### src/design/bsmm_pkg.sv
`timescale 1ns / 1ps

package bsmm_pkg;

   localparam int VALUE_W = 32;
   localparam int GAP_W   = 33;
   localparam int SIZE_W  = 33;
   localparam int WIDE_W  = 34;
   localparam int CAP_W   = 11;

   localparam logic [CAP_W-1:0] CAP_RESET    = 11'd1024;
   localparam logic [GAP_W-1:0] GAP_ALL_ONES = {GAP_W{1'b1}};

   localparam logic OP_SINGLE     = 1'b0;
   localparam logic OP_RANGE      = 1'b1;
   localparam logic STATUS_OK     = 1'b0;
   localparam logic STATUS_REJECT = 1'b1;

   typedef struct packed {
      logic                      operation;
      logic signed [VALUE_W-1:0] first_value;
      logic signed [VALUE_W-1:0] second_value;
   } req_payload_type;

   typedef struct packed {
      logic               status;
      logic [CAP_W-1:0]   element_count;
      logic               spans_valid;
      logic [VALUE_W-1:0] shortest_span;
      logic [VALUE_W-1:0] longest_span;
   } rsp_payload_type;

   typedef struct packed {
      logic signed [VALUE_W-1:0] lo;
      logic signed [VALUE_W-1:0] hi;
   } interval_type;

   typedef struct packed {
      logic                      start;
      logic signed [VALUE_W-1:0] lo;
      logic signed [VALUE_W-1:0] hi;
      logic [GAP_W-1:0]          gap_init;
   } scan_cmd_type;

   typedef struct packed {
      logic             busy;
      logic [GAP_W-1:0] gap;
   } scan_stat_type;

endpackage

### src/design/bsmm_scan.sv
`timescale 1ns / 1ps

// Walks stored intervals 0..count-1, one read per cycle, and folds the
// distance to the new interval into the running minimum gap.
module bsmm_scan
   import bsmm_pkg::*;
#(
   parameter int DEPTH = 1024,
   localparam int ADDR_W = $clog2(DEPTH),
   localparam int CNT_W  = $clog2(DEPTH + 1)
)
(
   input  logic              clock,
   input  logic              reset,
   input  scan_cmd_type      cmd,
   input  logic [CNT_W-1:0]  count,
   output scan_stat_type     stat,
   output logic              rd_en,
   output logic [ADDR_W-1:0] rd_addr,
   input  interval_type      rd_data
);

   logic                      issuing_ff;
   logic                      rd_vld_ff;
   logic                      d_vld_ff;
   logic [CNT_W-1:0]          idx_ff;
   logic [CNT_W-1:0]          idx_in;
   logic signed [VALUE_W-1:0] lo_ff;
   logic signed [VALUE_W-1:0] hi_ff;
   logic [VALUE_W-1:0]        d_ff;
   logic [VALUE_W-1:0]        d_in;
   logic [GAP_W-1:0]          gap_ff;
   logic [VALUE_W:0]          diff_above;
   logic [VALUE_W:0]          diff_below;

   assign idx_in  = idx_ff + CNT_W'(1);
   assign rd_en   = issuing_ff;
   assign rd_addr = idx_ff[ADDR_W-1:0];

   assign diff_above = {rd_data.lo[VALUE_W-1], rd_data.lo} - {hi_ff[VALUE_W-1], hi_ff};
   assign diff_below = {lo_ff[VALUE_W-1], lo_ff} - {rd_data.hi[VALUE_W-1], rd_data.hi};

   always_comb begin
      if (hi_ff < rd_data.lo) begin
         d_in = diff_above[VALUE_W-1:0];
      end else if (rd_data.hi < lo_ff) begin
         d_in = diff_below[VALUE_W-1:0];
      end else begin
         d_in = '0;
      end
   end

   always_ff @(posedge clock) begin
      if (reset) begin
         issuing_ff <= 1'b0;
         rd_vld_ff  <= 1'b0;
         d_vld_ff   <= 1'b0;
      end else begin
         if (cmd.start) begin
            issuing_ff <= (count != '0);
         end else if (issuing_ff && idx_in == count) begin
            issuing_ff <= 1'b0;
         end
         rd_vld_ff <= rd_en;
         d_vld_ff  <= rd_vld_ff;
      end
   end

   always_ff @(posedge clock) begin
      if (cmd.start) begin
         idx_ff <= '0;
         lo_ff  <= cmd.lo;
         hi_ff  <= cmd.hi;
      end else if (issuing_ff) begin
         idx_ff <= idx_in;
      end
      d_ff <= d_in;
      if (cmd.start) begin
         gap_ff <= cmd.gap_init;
      end else if (d_vld_ff && {1'b0, d_ff} < gap_ff) begin
         gap_ff <= {1'b0, d_ff};
      end
   end

   assign stat.busy = issuing_ff | rd_vld_ff | d_vld_ff;
   assign stat.gap  = gap_ff;

endmodule

### config.mk
export PLATFORM = sky130hd
export DESIGN_NAME = bsmm_scan
export DESIGN_NICKNAME = d
export VERILOG_FILES = /design/src/design/bsmm_pkg.sv /design/src/design/bsmm_scan.sv
export SDC_FILE = /design/constraint.sdc
export NUM_CORES = 1
export LEC_CHECK = 0
export ABC_AREA = 1
export BUFFER_PORTS_ARGS = -buffer_cell sky130_fd_sc_hd__buf_2
export CORE_MARGIN = 2
export CORE_UTILIZATION = 45
export CTS_CLUSTER_DIAMETER = 40
export DETAILED_ROUTE_END_ITERATION = 12
export GPL_ROUTABILITY_DRIVEN = 0
export PLACE_DENSITY_LB_ADDON = 0.08
export SYNTH_ARGS = -nofsm -noshare
export SYNTH_HDL_FRONTEND = slang
export SYNTH_SLANG_ARGS = --single-unit
### constraint.sdc
create_clock -name clock -period 2.1 [get_ports clock]
set_input_delay 0.42 -clock clock [delete_from_list [all_inputs] [get_ports clock]]
set_output_delay 0.42 -clock clock [all_outputs]
set_load 0.01 [all_outputs]
==> Implementation_results.wiki <==
{| class="wikitable"
! Metric !! Value
|-
| Run status || complete, but fails checks
|-
| Violations in the final reports || negative setup slack
|-
| Setup repair after global routing missed its margin || yes
|-
| Relative slew slack || 72.1%
|-
| Overall routing resource usage || between 20% and 30%
|-
| Fmax || 0.448 GHz
|-
| Top cells by instance count after synthesis || 528 x nand2_1, 268 x inv_1, 139 x nor2_1, 110 x nand3_1, 97 x edfxtp_1
|-
| Die height || 161 um
|-
| Number of I/O port buffers || between 200 and 250
|-
| Number of endpoints failing setup at the final stage || 57
|-
| DRC marker count from the first detailed-route iteration || around 1100
|-
| Primary flip-flop cell chosen by synthesis mapping || edfxtp_1
|-
| Minimum hold slack || about 160 ps
|-
| Cell types with the largest area share after synthesis || edfxtp_1 26%, nand2_1 18%, ha_1 11%, inv_1 9.1%, dfxtp_1 8.3%
|-
| Net load switching power || 4.11 mW
|-
| Arr. time, crit path || between 2000 and 3000 ps
|-
| Max clock buf depth || 2
|-
| Number of search-and-repair iterations in the first detailed-routing pass || 5
|-
| Required arrival time at the worst endpoint || 2470 ps
|-
| Clock Sinks || 143
|-
| Worst slack at placement || -488 ps
|-
| Placement row count || 57
|-
| Number of synthesized flops with an enable pin || 97
|-
| Total wire length after detailed routing || 34100 um
|-
| Library cell with the largest summed area after synthesis || edfxtp_1
|-
| Clock transition at the registers of the reported paths || ~70 ps
|-
| CP endpoint kind || register
|-
| Total Die Area || between 0.02 and 0.03 mm2
|-
| Growth of design area from synthesis to finish || 40.6%
|-
| Core Util, Final || 64.1%
|-
| Share of synthesized flip-flops with an asynchronous set or reset || 0%
|-
| Post-DP HPWL || between 20000 and 30000 um
|-
| P_int || 7.63 mW
|-
| Slew of the pin with the lowest slew margin || 414 ps
|-
| Number of antenna-violating nets in the routed design || 0
|-
| Average footprint of a synthesized cell || between 6 and 7 um2
|-
| Largest fanout of any net on the critical path || 8
|-
| Final instance area || 0.0155 mm2
|-
| IO Count || 220
|-
| Share of cells above drive strength 1 || about 29%
|-
| Total clock buffers created by CTS || 17
|-
| Via count of the routed design || ~12000
|-
| Per-cell routed wire length || 14.2 um
|-
| Category of the worst setup path launch point || register
|-
| Starting utilization of the core area || 45.6%
|-
| Synthesis warning total || 0
|-
| DRC viols || 0
|-
| Hold Fails Final Rpt || 0
|-
| Worst Clk Skew || 10.6 ps
|-
| Clock power share || 29.1%
|-
| Global-route congestion overflow total || 0
|-
| Standard cell area after detailed placement || 0.0142 mm2
|-
| Sequential cell fraction of total power || 32.4%
|-
| Final Total Pwr || 11.7 mW
|-
| Diodes inserted || 0
|-
| Floorplan die width || 161 um
|-
| Post-route worst setup slack || -134 ps
|-
| Number of nets produced by synthesis || 1872
|-
| Post-synth design cell area || 0.0111 mm2
|-
| Power share of the combinational group || 38.5%
|-
| Minimum clock period || 2230 ps
|-
| Total core area || 0.0242 mm2
|-
| Leak Pwr || 8.36 nW
|-
| Share of the yosys chip area belonging to registers || 34.7%
|-
| Number of global-route vias before repair || 10900
|-
| Initial antenna violation count || 0
|-
| Max cap viols || 0
|-
| Switching part of the total || 35.0%
|-
| Final clock period utilization by the worst path || 106%
|-
| Post-detailed-route via-to-cell ratio || 4.87
|-
| Most frequent cell after synthesis || nand2_1
|-
| Flip-flop and latch count after synthesis || 143
|-
| Root buffer cell || clkbuf_16
|-
| Synth top area share || between 20% and 30%
|-
| Number of cells produced by synthesis || 1599
|-
| H-Tree Level Count || 4
|-
| Pins over their slew limit || 0
|-
| Critical path start-end classification || register to register
|-
| Final-stage net count || 2333
|-
| Wire length of the first global-routing pass || 52800 um
|-
| Tightest Hold Check Type || primary input to register
|-
| Pwr per Cell Area || 755 mW/mm2
|-
| Number of hold-repair buffers added at the cts stage || 0
|-
| Number of distinct library cells after synthesis || 40
|-
| VDD IR max || 0.528 mV
|-
| Largest net degree at the start of global routing || 51
|-
| Clk Latency, worst-skew pair || 430 ps
|-
| Clock tree from TritonCTS || done
|-
| Number of filler instances in the final layout || 2269
|}
layout make-up:
type | count | area [um2] | area share (%)
clock inverters | 13 | 208 | 1.34
well taps | 324 | 405 | 2.61
repair buffers | 476 | 3260 | 21.0
inverters | 277 | 1060 | 6.85
multi-input cells | 1144 | 6330 | 40.7
repair inverters | 1 | 8.76 | 0.0564
clock buffers | 19 | 433 | 2.79
flip-flops and latches | 143 | 3830 | 24.7
timing repair:
action | in CTS | in global routing
gates cloned | 3 | 5
resized for setup | 30 | 63
buffers inserted | 7 | 7
pin swaps | 0 | 19
setup endpoints to repair | 65 | 66
layer usage:
layer / up-vias / track usage, % / wire length, um
met4: 0 / 7.06 / 641
li1: 6018 / - / -
met5: - / 0 / 0
met1: 5219 / 35.9 / 15900
met3: 49 / 3.82 / 2390
met2: 396 / 41.7 / 15100
power groups by stage:
| stage | combinational, mW | sequential (mW) | clock [mW] |
|---|---|---|---|
| after CTS | 4.20 | 3.80 | 3.45 |
| after floorplan | 2.29 | 3.74 | 0 |
| final | 4.52 | 3.80 | 3.41 |
| after global placement | 3.97 | 3.85 | 0 |
| after detailed placement | 4.03 | 3.86 | 0 |
| after global routing | 5.03 | 3.84 | 3.58 |
kinds of logic (layout without fill, tap and decap cells):
logic type	count (synthesis)	count (layout)	synth area share (%)
AOI/OAI and AO/OA	151	151	7.46
xor gates and xnor gates	40	40	3.17
adders and majority gates	98	98	11.2
buffers and inverters	312	786	11.2
DFF	143	143	34.7
and+or+nand+nor	855	855	32.2
state kept, by name (all words and copies together), names as in the netlist:
register and count:
gap_ff 33, d_ff 32, hi_ff 32, lo_ff 32
idx_ff 11, d_vld_ff 1, rd_en 1, rd_vld_ff 1
metrics by stage:
stage / TNS (ps) / instances
after detailed placement: -15430 / 2344
after CTS: -3990 / 2386
after global routing: -15790 / 2397
after floorplan: -485 / 1599
final: -6490 / 2397
after global placement: -12420 / 2344
worst paths after layout:
| path | from | slack, ps | endpoint | depth (start not counted) |
|---|---|---|---|---|
| setup / recovery | lo_ff[0] | -130 | d_ff[6] | 17 |
| hold / removal | cmd[92] | 160 | lo_ff[27] | 1 |
| setup reg to reg | lo_ff[0] | -130 | d_ff[6] | 17 |
| hold reg to reg | rd_vld_ff | 420 | d_vld_ff | 2 |
worst max-delay path, stage by stage (launching register included):
cell and delay [ps]:
edfxtp_1 360, inv_1 70, ha_2 160, inv_2 40, fa_2 350, nand3_2 80, nand3_2 70, nand2_1 80
nand2_2 80, nand2_2 80, nand2_4 60, nand2_4 100, nand3_4 70, a21oi_4 150, buf_6 140, clkbuf_16 160
nand3_2 60, nand2_1 70
placed cells by master, fill, tap and decap left out, types with 3 or more instances in the layout:
| cell type | instances |
|---|---|
| a21oi_1 | 78 |
| buf_12 | 7 |
| nand2_2 | 17 |
| dfxtp_1 | 46 |
| nand4_1 | 27 |
| clkinv_2 | 3 |
| clkbuf_16 | 21 |
| inv_1 | 264 |
| edfxtp_1 | 97 |
| nor2_1 | 131 |
| ha_4 | 3 |
| nor2_2 | 10 |
| nor3_1 | 14 |
| ha_1 | 92 |
| inv_2 | 9 |
| buf_6 | 4 |
| a21o_1 | 3 |
| buf_4 | 240 |
| nand3b_1 | 11 |
| bufinv_16 | 5 |
| a21oi_2 | 9 |
| xor2_1 | 36 |
| o21ai_1 | 5 |
| o21ai_0 | 40 |
| buf_2 | 218 |
| nand3_1 | 76 |
| o21bai_1 | 8 |
| nand3_4 | 3 |
| buf_16 | 3 |
| xnor2_1 | 4 |
| nand3_2 | 34 |
| nand2_1 | 514 |
| nor4_1 | 4 |
| nand2_4 | 4 |
| inv_6 | 4 |
Note: power is estimated with default switching activity, not from simulation.
